`src/hsv2rgb_pkg.sv`:
```
// ----------------------------------------------------------------------------
// hsv2rgb_pkg
// Shared widths, constants, sector codes and stage payload types for the
// HSV to RGB converter.
// ----------------------------------------------------------------------------
package hsv2rgb_pkg;

  localparam int unsigned InW   = 13;  // hue, saturation, brightness
  localparam int unsigned RemW  = 10;  // remainder within a sector, 0..959
  localparam int unsigned SecW  = 3;   // sector 0..5
  localparam int unsigned FracW = 22;  // channel fraction, scaled by 4096*960
  localparam int unsigned ProdW = 34;  // brightness times channel fraction
  localparam int unsigned ChW   = 8;

  localparam logic [InW-1:0]   HueFull   = 13'd5760;
  localparam logic [RemW-1:0]  HueSector = 10'd960;
  localparam logic [InW-1:0]   Q12One    = 13'd4096;
  localparam logic [FracW-1:0] FracOne   = 22'd3932160;  // 4096 * 960
  localparam logic [ChW-1:0]   ChMax     = 8'd255;

  // Colour-wheel sectors, 60 degrees each
  localparam logic [SecW-1:0] SecRedYel = 3'd0;
  localparam logic [SecW-1:0] SecYelGrn = 3'd1;
  localparam logic [SecW-1:0] SecGrnCyn = 3'd2;
  localparam logic [SecW-1:0] SecCynBlu = 3'd3;
  localparam logic [SecW-1:0] SecBluMag = 3'd4;
  localparam logic [SecW-1:0] SecMagRed = 3'd5;

  typedef struct packed {
    logic [SecW-1:0] sector;
    logic [RemW-1:0] rem;
    logic [InW-1:0]  sat;
    logic [InW-1:0]  val;
  } split_t;

  typedef struct packed {
    logic [InW-1:0]   val;
    logic [FracW-1:0] red;
    logic [FracW-1:0] green;
    logic [FracW-1:0] blue;
  } mix_t;

endpackage

```
`src/hsv_to_rgb_converter.sv`:
```
// ----------------------------------------------------------------------------
// hsv_to_rgb_converter
// HSV pixel to 8-bit RGB, six-stage pipeline, one item per clock while the output is not stalled.
//
//   channel | direction | handshake                | payload
//   --------+-----------+--------------------------+------------------------------
//   in      | sink      | in_valid_i / in_ready_o  | hue_i, saturation_i, brightness_i
//   out     | source    | out_valid_o / out_ready_i| red_o, green_o, blue_o
//
// One item per cycle sustained while out_ready_i stays high; the six register
// stages (clamp/wrap, sector split, products, select, brightness multiply,
// scale) lie between acceptance and out_valid_o.
// Reset clears only the stage valid bits; payload registers are not reset.
// Each stage holds while its successor is full and stalled, so an empty
// stage keeps filling under backpressure; in_ready_o drops only once every
// stage holds an item.
// ----------------------------------------------------------------------------
module hsv_to_rgb_converter (
  input  logic                          clk_i,
  input  logic                          rst_ni,
  input  logic                          in_valid_i,
  output logic                          in_ready_o,
  input  logic [hsv2rgb_pkg::InW-1:0]   hue_i,
  input  logic [hsv2rgb_pkg::InW-1:0]   saturation_i,
  input  logic [hsv2rgb_pkg::InW-1:0]   brightness_i,
  output logic                          out_valid_o,
  input  logic                          out_ready_i,
  output logic [hsv2rgb_pkg::ChW-1:0]   red_o,
  output logic [hsv2rgb_pkg::ChW-1:0]   green_o,
  output logic [hsv2rgb_pkg::ChW-1:0]   blue_o
);

  // Sector split -> blend
  logic                 split_valid;
  logic                 split_ready;
  hsv2rgb_pkg::split_t  split;

  // Blend -> scale
  logic                 mix_valid;
  logic                 mix_ready;
  hsv2rgb_pkg::mix_t    mix;

  // Stages 1-2: clamp, hue wrap, sector and remainder
  hsv2rgb_sector u_sector (
    .clk_i   (clk_i),
    .rst_ni  (rst_ni),
    .valid_i (in_valid_i),
    .ready_o (in_ready_o),
    .hue_i   (hue_i),
    .sat_i   (saturation_i),
    .val_i   (brightness_i),
    .valid_o (split_valid),
    .ready_i (split_ready),
    .data_o  (split)
  );

  // Stages 3-4: p/q/t and the sector select. Zero saturation needs no
  // special path: p, q and t all come out as 1.0 and every channel follows v.
  hsv2rgb_blend u_blend (
    .clk_i   (clk_i),
    .rst_ni  (rst_ni),
    .valid_i (split_valid),
    .ready_o (split_ready),
    .data_i  (split),
    .valid_o (mix_valid),
    .ready_i (mix_ready),
    .data_o  (mix)
  );

  // Stages 5-6: v * fraction, then * 255 / (4096 * 4096 * 960)
  hsv2rgb_scale u_scale (
    .clk_i   (clk_i),
    .rst_ni  (rst_ni),
    .valid_i (mix_valid),
    .ready_o (mix_ready),
    .data_i  (mix),
    .valid_o (out_valid_o),
    .ready_i (out_ready_i),
    .red_o   (red_o),
    .green_o (green_o),
    .blue_o  (blue_o)
  );

`ifndef SYNTHESIS
  // Backpressure only ever starts at the output
  a_stall_source: assert property (@(posedge clk_i) disable iff (!rst_ni)
    !in_ready_o |-> (out_valid_o && !out_ready_i))
    else $error("input stalled without a stalled result");

  // Sector split stays inside one 60 degree sector
  a_split_range: assert property (@(posedge clk_i) disable iff (!rst_ni)
    split_valid |-> (split.rem < hsv2rgb_pkg::HueSector &&
                     split.sector <= hsv2rgb_pkg::SecMagRed))
    else $error("sector split out of range");

  // The brightest channel always carries the full fraction
  a_max_chan: assert property (@(posedge clk_i) disable iff (!rst_ni)
    mix_valid |-> (mix.red == hsv2rgb_pkg::FracOne ||
                   mix.green == hsv2rgb_pkg::FracOne ||
                   mix.blue == hsv2rgb_pkg::FracOne))
    else $error("no channel at full fraction");
`endif

endmodule

```
`src/hsv2rgb_sector.sv`:
```
// ----------------------------------------------------------------------------
// hsv2rgb_sector
// Two stages: clamp saturation/brightness and wrap hue, then split hue into
// sector and remainder.
// ----------------------------------------------------------------------------
module hsv2rgb_sector (
  input  logic                          clk_i,
  input  logic                          rst_ni,
  input  logic                          valid_i,
  output logic                          ready_o,
  input  logic [hsv2rgb_pkg::InW-1:0]   hue_i,
  input  logic [hsv2rgb_pkg::InW-1:0]   sat_i,
  input  logic [hsv2rgb_pkg::InW-1:0]   val_i,
  output logic                          valid_o,
  input  logic                          ready_i,
  output hsv2rgb_pkg::split_t           data_o
);

  logic                          a_valid_q;
  logic                          a_ready;
  logic [hsv2rgb_pkg::InW-1:0]   a_hue_q, a_hue_d;
  logic [hsv2rgb_pkg::InW-1:0]   a_sat_q, a_sat_d;
  logic [hsv2rgb_pkg::InW-1:0]   a_val_q, a_val_d;
  logic                          b_valid_q;
  logic                          b_ready;
  hsv2rgb_pkg::split_t           b_q, b_d;
  logic [hsv2rgb_pkg::InW-1:0]   base;

  assign a_ready = !a_valid_q || b_ready;
  assign b_ready = !b_valid_q || ready_i;
  assign ready_o = a_ready;
  assign valid_o = b_valid_q;
  assign data_o  = b_q;

  // Stage A: saturate fractions at 1.0, wrap hue modulo 360 degrees
  always_comb begin
    a_sat_d = (sat_i > hsv2rgb_pkg::Q12One) ? hsv2rgb_pkg::Q12One : sat_i;
    a_val_d = (val_i > hsv2rgb_pkg::Q12One) ? hsv2rgb_pkg::Q12One : val_i;
    a_hue_d = (hue_i >= hsv2rgb_pkg::HueFull) ? hue_i - hsv2rgb_pkg::HueFull : hue_i;
  end

  // Stage B: hue / 960 by comparison against sector boundaries
  always_comb begin
    if (a_hue_q >= 13'd4800) begin
      b_d.sector = hsv2rgb_pkg::SecMagRed;
      base       = 13'd4800;
    end else if (a_hue_q >= 13'd3840) begin
      b_d.sector = hsv2rgb_pkg::SecBluMag;
      base       = 13'd3840;
    end else if (a_hue_q >= 13'd2880) begin
      b_d.sector = hsv2rgb_pkg::SecCynBlu;
      base       = 13'd2880;
    end else if (a_hue_q >= 13'd1920) begin
      b_d.sector = hsv2rgb_pkg::SecGrnCyn;
      base       = 13'd1920;
    end else if (a_hue_q >= 13'd960) begin
      b_d.sector = hsv2rgb_pkg::SecYelGrn;
      base       = 13'd960;
    end else begin
      b_d.sector = hsv2rgb_pkg::SecRedYel;
      base       = 13'd0;
    end
    b_d.rem = hsv2rgb_pkg::RemW'(a_hue_q - base);
    b_d.sat = a_sat_q;
    b_d.val = a_val_q;
  end

  always_ff @(posedge clk_i or negedge rst_ni) begin
    if (!rst_ni) begin
      a_valid_q <= 1'b0;
      b_valid_q <= 1'b0;
    end else begin
      if (a_ready) a_valid_q <= valid_i;
      if (b_ready) b_valid_q <= a_valid_q;
    end
  end

  always_ff @(posedge clk_i) begin
    if (a_ready && valid_i) begin
      a_hue_q <= a_hue_d;
      a_sat_q <= a_sat_d;
      a_val_q <= a_val_d;
    end
    if (b_ready && a_valid_q) begin
      b_q <= b_d;
    end
  end

endmodule

```
`src/hsv2rgb_blend.sv`:
```
// ----------------------------------------------------------------------------
// hsv2rgb_blend
// Two stages: products for p, q and t, then subtraction and the six-way
// sector select onto red, green and blue fractions.
// ----------------------------------------------------------------------------
module hsv2rgb_blend (
  input  logic                 clk_i,
  input  logic                 rst_ni,
  input  logic                 valid_i,
  output logic                 ready_o,
  input  hsv2rgb_pkg::split_t  data_i,
  output logic                 valid_o,
  input  logic                 ready_i,
  output hsv2rgb_pkg::mix_t    data_o
);

  logic                            a_valid_q;
  logic                            a_ready;
  logic [hsv2rgb_pkg::FracW-1:0]   a_sr_q, a_sr_d;  // s * r
  logic [hsv2rgb_pkg::FracW-1:0]   a_st_q, a_st_d;  // s * (960 - r)
  logic [hsv2rgb_pkg::FracW-1:0]   a_np_q, a_np_d;  // (1 - s), scaled
  logic [hsv2rgb_pkg::SecW-1:0]    a_sec_q;
  logic [hsv2rgb_pkg::InW-1:0]     a_val_q;
  logic                            b_valid_q;
  logic                            b_ready;
  hsv2rgb_pkg::mix_t               b_q, b_d;
  logic [hsv2rgb_pkg::RemW-1:0]    rem_inv;
  logic [hsv2rgb_pkg::InW-1:0]     sat_inv;
  logic [hsv2rgb_pkg::FracW-1:0]   nq, nt;

  assign a_ready = !a_valid_q || b_ready;
  assign b_ready = !b_valid_q || ready_i;
  assign ready_o = a_ready;
  assign valid_o = b_valid_q;
  assign data_o  = b_q;

  // All three products stay within 4096 * 960
  always_comb begin
    rem_inv = hsv2rgb_pkg::HueSector - data_i.rem;
    sat_inv = hsv2rgb_pkg::Q12One - data_i.sat;
    a_sr_d  = hsv2rgb_pkg::FracW'(data_i.sat * data_i.rem);
    a_st_d  = hsv2rgb_pkg::FracW'(data_i.sat * rem_inv);
    a_np_d  = hsv2rgb_pkg::FracW'(sat_inv * hsv2rgb_pkg::HueSector);
  end

  always_comb begin
    nq      = hsv2rgb_pkg::FracOne - a_sr_q;
    nt      = hsv2rgb_pkg::FracOne - a_st_q;
    b_d.val = a_val_q;
    case (a_sec_q)
      hsv2rgb_pkg::SecRedYel: begin
        b_d.red = hsv2rgb_pkg::FracOne; b_d.green = nt; b_d.blue = a_np_q;
      end
      hsv2rgb_pkg::SecYelGrn: begin
        b_d.red = nq; b_d.green = hsv2rgb_pkg::FracOne; b_d.blue = a_np_q;
      end
      hsv2rgb_pkg::SecGrnCyn: begin
        b_d.red = a_np_q; b_d.green = hsv2rgb_pkg::FracOne; b_d.blue = nt;
      end
      hsv2rgb_pkg::SecCynBlu: begin
        b_d.red = a_np_q; b_d.green = nq; b_d.blue = hsv2rgb_pkg::FracOne;
      end
      hsv2rgb_pkg::SecBluMag: begin
        b_d.red = nt; b_d.green = a_np_q; b_d.blue = hsv2rgb_pkg::FracOne;
      end
      default: begin
        b_d.red = hsv2rgb_pkg::FracOne; b_d.green = a_np_q; b_d.blue = nq;
      end
    endcase
  end

  always_ff @(posedge clk_i or negedge rst_ni) begin
    if (!rst_ni) begin
      a_valid_q <= 1'b0;
      b_valid_q <= 1'b0;
    end else begin
      if (a_ready) a_valid_q <= valid_i;
      if (b_ready) b_valid_q <= a_valid_q;
    end
  end

  always_ff @(posedge clk_i) begin
    if (a_ready && valid_i) begin
      a_sr_q  <= a_sr_d;
      a_st_q  <= a_st_d;
      a_np_q  <= a_np_d;
      a_sec_q <= data_i.sector;
      a_val_q <= data_i.val;
    end
    if (b_ready && a_valid_q) begin
      b_q <= b_d;
    end
  end

endmodule

```
`src/hsv2rgb_scale.sv`:
```
// ----------------------------------------------------------------------------
// hsv2rgb_scale
// Two stages: brightness times channel fraction, then times 255 over the
// full scale, which reduces to (17 * x) >> 30, saturated at 255.
// ----------------------------------------------------------------------------
module hsv2rgb_scale (
  input  logic                          clk_i,
  input  logic                          rst_ni,
  input  logic                          valid_i,
  output logic                          ready_o,
  input  hsv2rgb_pkg::mix_t             data_i,
  output logic                          valid_o,
  input  logic                          ready_i,
  output logic [hsv2rgb_pkg::ChW-1:0]   red_o,
  output logic [hsv2rgb_pkg::ChW-1:0]   green_o,
  output logic [hsv2rgb_pkg::ChW-1:0]   blue_o
);

  localparam int unsigned WideW = hsv2rgb_pkg::ProdW + 5;
  localparam int unsigned Shift = 30;

  logic                              a_valid_q;
  logic                              a_ready;
  logic [hsv2rgb_pkg::ProdW-1:0]     a_r_q, a_g_q, a_b_q;
  logic                              b_valid_q;
  logic                              b_ready;
  logic [hsv2rgb_pkg::ChW-1:0]       b_r_q, b_g_q, b_b_q;
  logic [hsv2rgb_pkg::ChW-1:0]       b_r_d, b_g_d, b_b_d;

  assign a_ready = !a_valid_q || b_ready;
  assign b_ready = !b_valid_q || ready_i;
  assign ready_o = a_ready;
  assign valid_o = b_valid_q;
  assign red_o   = b_r_q;
  assign green_o = b_g_q;
  assign blue_o  = b_b_q;

  function automatic logic [hsv2rgb_pkg::ChW-1:0] to_chan(
    input logic [hsv2rgb_pkg::ProdW-1:0] x
  );
    logic [WideW-1:0]  w;
    logic [WideW-Shift-1:0] c;
    w = {x, 4'b0000} + {5'b00000, x};
    c = w[WideW-1:Shift];
    to_chan = (c > {1'b0, hsv2rgb_pkg::ChMax}) ? hsv2rgb_pkg::ChMax
                                               : hsv2rgb_pkg::ChW'(c);
  endfunction

  always_comb begin
    b_r_d = to_chan(a_r_q);
    b_g_d = to_chan(a_g_q);
    b_b_d = to_chan(a_b_q);
  end

  always_ff @(posedge clk_i or negedge rst_ni) begin
    if (!rst_ni) begin
      a_valid_q <= 1'b0;
      b_valid_q <= 1'b0;
    end else begin
      if (a_ready) a_valid_q <= valid_i;
      if (b_ready) b_valid_q <= a_valid_q;
    end
  end

  always_ff @(posedge clk_i) begin
    if (a_ready && valid_i) begin
      a_r_q <= hsv2rgb_pkg::ProdW'(data_i.val * data_i.red);
      a_g_q <= hsv2rgb_pkg::ProdW'(data_i.val * data_i.green);
      a_b_q <= hsv2rgb_pkg::ProdW'(data_i.val * data_i.blue);
    end
    if (b_ready && a_valid_q) begin
      b_r_q <= b_r_d;
      b_g_q <= b_g_d;
      b_b_q <= b_b_d;
    end
  end

endmodule
```
`config.mk`:
```
export PLATFORM = sky130hd
export DESIGN_NAME = hsv_to_rgb_converter
export DESIGN_NICKNAME = d
export VERILOG_FILES = /design/src/hsv2rgb_pkg.sv /design/src/hsv_to_rgb_converter.sv /design/src/hsv2rgb_sector.sv /design/src/hsv2rgb_blend.sv /design/src/hsv2rgb_scale.sv
export SDC_FILE = /design/constraint.sdc
export NUM_CORES = 2
export LEC_CHECK = 0
export BUFFER_PORTS_ARGS = -buffer_cell sky130_fd_sc_hd__buf_4
export CAP_MARGIN = 20
export CORE_AREA = 2 2 380 382
export DETAILED_ROUTE_END_ITERATION = 10
export DIE_AREA = 0 0 382 384
export PLACE_DENSITY_LB_ADDON = 0.15
export SLEW_MARGIN = 0
export SYNTH_ARGS = -nofsm -noshare
export SYNTH_HDL_FRONTEND = slang
export SYNTH_HIERARCHICAL = 1
export SYNTH_SLANG_ARGS = --single-unit
```
`constraint.sdc`:
```
create_clock -name clk_i -period 12.9 [get_ports clk_i]
set_clock_uncertainty 0.05 [all_clocks]
set_input_delay 0.645 -clock clk_i [delete_from_list [all_inputs] [get_ports clk_i]]
set_output_delay 0.645 -clock clk_i [all_outputs]
set_load 0.01 [all_outputs]
```
== Yosys cells after proc, flatten, opt, wreduce, memory -nomap -nowiden ==
Index checks and enable logic that the tools add are counted.
Storage, ports and cells
  register bits: 365
  input port bits: 43
Operators by class
  add/sub/neg operators: 9
  $mul: 6
  magnitude comparators: 11
  equality and inequality tests: 4
  multiplexer cells: 11
  reduce and logical (&&, ||, !) cells: 20
Operators with widths (number)
  $pmux 66 s5: 1
  $add 38x34->39: 3
  $mul 13x22->34: 3
  $mux 10: 5
  $mul 13x10->22: 2
  $sub 22x22->22 const A: 2
  $gt 9x8->1 const B: 3
  $ge 13x12->1 const B: 2
  $ge 13x13->1 const B: 2
  $gt 13x13->1 const B: 2
  $mul 13x4->16 const B: 1
  $ge 13x10->1 const B: 1
  $ge 13x11->1 const B: 1
  $mux 13: 1
  $sub 13x13->13 const A: 1
  $sub 13x13->13 const B: 1
  $sub 10x10->10: 1
  $sub 10x10->10 const A: 1
  $eq 3x2->1 const B: 2
  $logic_and 1x1->1: 6
  $logic_not 1->1: 6
  $logic_or 1x1->1: 6
  $mux 3: 2
  $eq 3x1->1 const B: 1
  other kinds (4): 5

== Longest topological paths before layout ==
  depth after elaboration: 8
  depth in mapped cells: 24

== Hierarchy ==
Netlist, hierarchy kept.
By module, submodules not included
  hsv2rgb_scale: times used 1, cells each 3581, area an instance 32847.8 um^2, seq. area each 3833.7 um^2
  hsv2rgb_blend: times used 1, cells each 1657, area an instance 16438.3 um^2, seq. area each 4674.5 um^2
  hsv2rgb_sector: times used 1, cells each 182, area an instance 3051.7 um^2, seq. area each 2392.3 um^2

== Worst setup path before layout ==
No wires, ideal clock.
  kind: register to register
  start point: register u_sector.b_q (netlist bit u_sector/data_o[29])
  end point: register u_blend/a_st_q[21] in the netlist's numbering (data pin)
  setup time: 0.176 ns
  data arrival time: 6.147 ns
  slack: 6.527 ns
  cell stages (with the launch flop): 23
  path buffers: 2
  period minus slack after synthesis: 6.373 ns
  cell sequence: edfxtp_1 clkbuf_1 nor4_1 nand2_1 and3_1 xnor2_1 clkbuf_1 and2_1 fa_1 fa_1 fa_1 fa_1 inv_1 fa_1 inv_1 ha_1 a21o_1 a21o_1 a221oi_1 o21ai_0 o31ai_1 nor3_1 nor4_1
On the way
  word-level cells in the longest chain between the ends: 2
RTL lines
  start, declared: line hsv2rgb_sector.sv:26  | hsv2rgb_pkg::split_t b_q, b_d;
  start signal, assigned: line hsv2rgb_sector.sv:85  | b_q <= b_d;
  $sub 10x10->10: line hsv2rgb_blend.sv:39  | rem_inv = hsv2rgb_pkg::HueSector - data_i.rem;
  $mul 13x10->22: line hsv2rgb_blend.sv:42  | a_st_d = hsv2rgb_pkg::FracW'(data_i.sat * rem_inv);
  net u_blend.a_st_d, one bit: line hsv2rgb_blend.sv:20  | logic [hsv2rgb_pkg::FracW-1:0] a_st_q, a_st_d;
  end signal, assigned: line hsv2rgb_blend.sv:85  | a_st_q <= a_st_d;
  end, declared: line hsv2rgb_blend.sv:20
The timed path passes the listed nets, and every way through them passes these cells.
A chain may end at the register's enable or synchronous reset.

== Worst setup path in the final report ==
  start point: register u_sector.b_q (netlist bit u_sector/data_o[30])
  end point: register u_blend/a_st_q[21] in the netlist's numbering (data pin)
Same word-level chain as after synthesis.

==> metrics.yaml <==
drc: 0
synthesis.instances: 5420
gp_congestion: 0.841
layout-drive-gt1-share_pct: 4.61
number_of_global_route_vias_before_repair: 37800
clkTransAtPathRegs_ns: 0.06
ys_async_sr_fraction_pct: 1.65
vias: 35300
post_cts_repair_timing_setup_buffer_count: 0
path_delay_family: "adder cells"
antenna_found_initial: 1
cts.htree.levels: 2
global_route.usage.total_pct: 17.4
cts_sinks: 364
relSlewSlack_pct: 29.4
ctsLongestPathBuffers: 3
worst_setup_path_start_kind: "flop"
rsz_0062_raised_after_global_routing: "false"
timing.final.crit_period_ns: 7.59
flow.area_growth_from_synthesis_pct: 7.57
worst_path_most_repeated_cell: "sky130_fd_sc_hd__fa_1"
timing_worst_setup_path_type: "flop to flop"
worstPathMaxFanout: 16
timing.critical_path.from: "u_sector/data_o[30]$_DFFE_PP_"
run_status: "complete, no violations"
worst_hold_path.endpoint: "u_sector/a_hue_q[1]$_DFFE_PP_"
synth_edf_count: 358
yosys-top-cells-count: "sky130_fd_sc_hd__inv_1, sky130_fd_sc_hd__fa_1, sky130_fd_sc_hd__nand2_1"
leading_post_synthesis_cells_by_cell_area: "sky130_fd_sc_hd__fa_1, sky130_fd_sc_hd__edfxtp_1, sky130_fd_sc_hd__ha_1"
grt_first_pass_wirelength_mm: 206
hold_violations: 0
cts_hold_buffers: 1
post_synth_num_cell_types: 82
global_route.usage.met2_pct: 29.7
worst_ep_required_time_ns: 13.27
part_of_the_yosys_area_used_for_sequential_elements_pct: 20.8
r2r-end: "u_blend/a_st_q[21]$_DFFE_PP_"
final_min_period_over_clock_period_pct: 58.8
synth-main-ff-cell: "sky130_fd_sc_hd__edfxtp_1"
hold_path.class: "input pin to flop"
std_cell_rows: 139
maxCapViolations: 0
tightestPinTransition_ns: 1.05
chipWidth_um: 382
slowest_stage: "sky130_fd_sc_hd__xnor2_1"
total_i_o_pin_count: 69
core_mm2: 0.143
report.final.setup_viol: 0
die_h_um: 384
min_from: "hue_i[1]"
grt.busiest_layer: "met2"
grt_util_met1_pct: 24.0
yosys.cell_count.top_type: "sky130_fd_sc_hd__inv_1"
clock_tree.root_cell: "sky130_fd_sc_hd__clkbuf_16"
initial_core_util_pct: 36.7
crit_path_cell_trace: "nor4_1 > nand2_1 > and3_1 > xnor2_1 > and2_1 > fa_1 > fa_1 > fa_1 > fa_1 > inv_1 > fa_1 > inv_1 > ha_1 > a21o_1 > a21o_1 > a221oi_1 > o21ai_0 > o31ai_1 > nor3_1 > nor4_1"
critical_path.endpoint_type: "flop"
dpl.cell_count: 7188
via_per_inst: 4.85
synth_nets: 6767
syn-mean-instance-area_um2: 9.66
tritoncts: "done"
detailed_place_hpwl_mm: 97.1
syn-cell-area_mm2: 0.0523
synthesis.yosys.warnings: 6
fin_cells: 7280
arrival_ns: 7.96
fmax_mhz: 132
rr_worst_depth: 20
post_drt_wl_per_cell_um: 17.0
worst-r2r-setup-slack_ns: 5.31
fp.dieArea_mm2: 0.147
totalWireLength_mm: 124
grt_overflow_total: 0
cp_num_buf_inv: 2
drt_first_iter_violations: 1711
synth.largest_area_cell: "sky130_fd_sc_hd__fa_1"
numCtsBuffers: 47
setup_total_negative_slack_ns: 0
post_layout_nets: 6685
hold_path_depth: 1
count_of_filler_cells_inserted_in_the_layout: 14200
synth_top_area_share_pct: 32.5
critical-path-max-stage-delay_ns: 0.78
globalRouteMet3Util_pct: 1.88
port_buffers: 68
insertion_delay_ns: 0.65
postCtsResizedCells: 0
first_pass_iters: 5
drtAntennaViolNets: 0
grt_max_degree: 98
report.final.slew_viol_count: 0
synthesized_flop_and_latch_total: 364
worstReg2RegStart: "u_sector/data_o[30]$_DFFE_PP_"
==> how the worst max path moves through the flow <==
| stage | slack, ns | depth (start not counted) | to |
|---|---|---|---|
| finish | 5.31 | 20 | u_blend/a_st_q[21]$_DFFE_PP_ |
| floorplan | 6.53 | 22 | u_blend/a_st_q[21]$_DFFE_PP_ |
| global route | 4.86 | 20 | u_blend/a_st_q[21]$_DFFE_PP_ |
| global placement | 5.51 | 20 | u_blend/a_st_q[21]$_DFFE_PP_ |
| detailed placement | 5.34 | 20 | u_blend/a_st_q[21]$_DFFE_PP_ |
| CTS | 5.25 | 20 | u_blend/a_st_q[21]$_DFFE_PP_ |
==> cells in the final DEF (no fill, tap or decap), types with 7 or more instances in the layout <==
master                      count
sky130_fd_sc_hd__inv_1       1077
sky130_fd_sc_hd__fa_1         850
sky130_fd_sc_hd__nand2_1      791
sky130_fd_sc_hd__ha_1         454
sky130_fd_sc_hd__and2_1       445
sky130_fd_sc_hd__edfxtp_1     358
sky130_fd_sc_hd__a21oi_1      168
sky130_fd_sc_hd__xnor2_1      145
sky130_fd_sc_hd__nor2_1       126
sky130_fd_sc_hd__buf_4        108
sky130_fd_sc_hd__a21o_1        88
sky130_fd_sc_hd__o21ai_0       83
sky130_fd_sc_hd__xor2_1        77
sky130_fd_sc_hd__nand3_1       51
sky130_fd_sc_hd__clkbuf_16     47
sky130_fd_sc_hd__nor2b_1       41
sky130_fd_sc_hd__nor3_1        38
sky130_fd_sc_hd__a31oi_1       28
sky130_fd_sc_hd__o21a_1        26
sky130_fd_sc_hd__nand2b_1      24
sky130_fd_sc_hd__o21bai_1      23
sky130_fd_sc_hd__and3_1        17
sky130_fd_sc_hd__a211oi_1      17
sky130_fd_sc_hd__o21ai_1       17
sky130_fd_sc_hd__o22ai_1       17
sky130_fd_sc_hd__nand4_1       15
sky130_fd_sc_hd__a22oi_1       13
sky130_fd_sc_hd__clkinv_2      11
sky130_fd_sc_hd__nand3b_1      10
sky130_fd_sc_hd__o211ai_1      10
sky130_fd_sc_hd__or4_1          8
sky130_fd_sc_hd__a31o_2         8
sky130_fd_sc_hd__bufinv_16      7
sky130_fd_sc_hd__nor4_1         7
sky130_fd_sc_hd__o31ai_1        7
sky130_fd_sc_hd__o2111ai_1      7
sky130_fd_sc_hd__a211o_1        7
sky130_fd_sc_hd__a2bb2oi_1      7
==> layer usage <==
metal | vias up | wire [µm] | share of wire, %
li1 | 16700 | - | -
met1 | 17800 | 58100 | 47
met2 | 591 | 59500 | 48
met3 | 116 | 4200 | 3.4
met4 | 0 | 2310 | 1.9
met5 | - | 0 | 0
==> final cells by class <==
cell class	instances	area, µm²	share of cell area (%)
antenna	1	2.50	0.00444
clock buffer	52	1190	2.12
clock inverter	35	447	0.793
inverter	1077	4040	7.18
multi-input combinational	3738	36500	64.8
sequential	364	10900	19.4
tap	1903	2380	4.23
timing repair buffer	110	832	1.48
==> metrics by stage <==
step | cell area (µm²) | setup WS (ns) | util, % | hold slack [ns]
floorplan | 52300 | 6.53 | - | 0.299
detailed placement | 54600 | 5.34 | 38.3 | 0.355
CTS | 56300 | 5.25 | 39.4 | 0.0789
global route | 56300 | 4.86 | 39.4 | 0.0904
finish | 56300 | 5.31 | 39.4 | 0.133
global placement | 54600 | 5.51 | 38.2 | 0.353
==> worst reg2reg max path, stage by stage (launching register included) <==
cell                       delay, ns
sky130_fd_sc_hd__edfxtp_1       0.61
sky130_fd_sc_hd__nor4_1         0.44
sky130_fd_sc_hd__nand2_1        0.17
sky130_fd_sc_hd__and3_1         0.22
sky130_fd_sc_hd__xnor2_1        0.78
sky130_fd_sc_hd__and2_1         0.27
sky130_fd_sc_hd__fa_1           0.45
sky130_fd_sc_hd__fa_1           0.51
sky130_fd_sc_hd__fa_1           0.52
sky130_fd_sc_hd__fa_1           0.54
sky130_fd_sc_hd__inv_1          0.05
sky130_fd_sc_hd__fa_1           0.52
sky130_fd_sc_hd__inv_1          0.04
sky130_fd_sc_hd__ha_1           0.35
sky130_fd_sc_hd__a21o_1         0.19
sky130_fd_sc_hd__a21o_1         0.18
sky130_fd_sc_hd__a221oi_1       0.39
sky130_fd_sc_hd__o21ai_0        0.21
sky130_fd_sc_hd__o31ai_1        0.44
sky130_fd_sc_hd__nor3_1         0.12
sky130_fd_sc_hd__nor4_1         0.30
==> registers in the layout, indices dropped and copies added, names as in the netlist, 3 cells and up <==
register,cells
u_sector/a_val_q,13
u_sector/a_sat_q,13
u_scale/red_o,8
u_blend/a_st_q,21
u_scale/blue_o,8
u_blend/data_o,79
u_blend/a_sec_q,3
u_blend/a_np_q,16
u_sector/a_hue_q,13
u_scale/green_o,8
u_blend/a_sr_q,22
u_scale/a_g_q,34
u_scale/a_b_q,34
u_scale/a_r_q,34
u_sector/data_o,39
u_blend/a_val_q,13
==> logic make-up after synthesis <==
logic type / after synthesis / share of synthesized area (%)
buf+inv: 1318 / 9.46
fa+ha+maj: 1304 / 43.4
xor+xnor: 223 / 3.75
simple gates: 1617 / 15.0
compound gates: 584 / 7.42
flops: 364 / 20.8
mux: 10 / 0.201
Power is left out: the tool's default activity adds up to more than one toggle a clock period on the data nets, which glitch-free logic cannot reach.
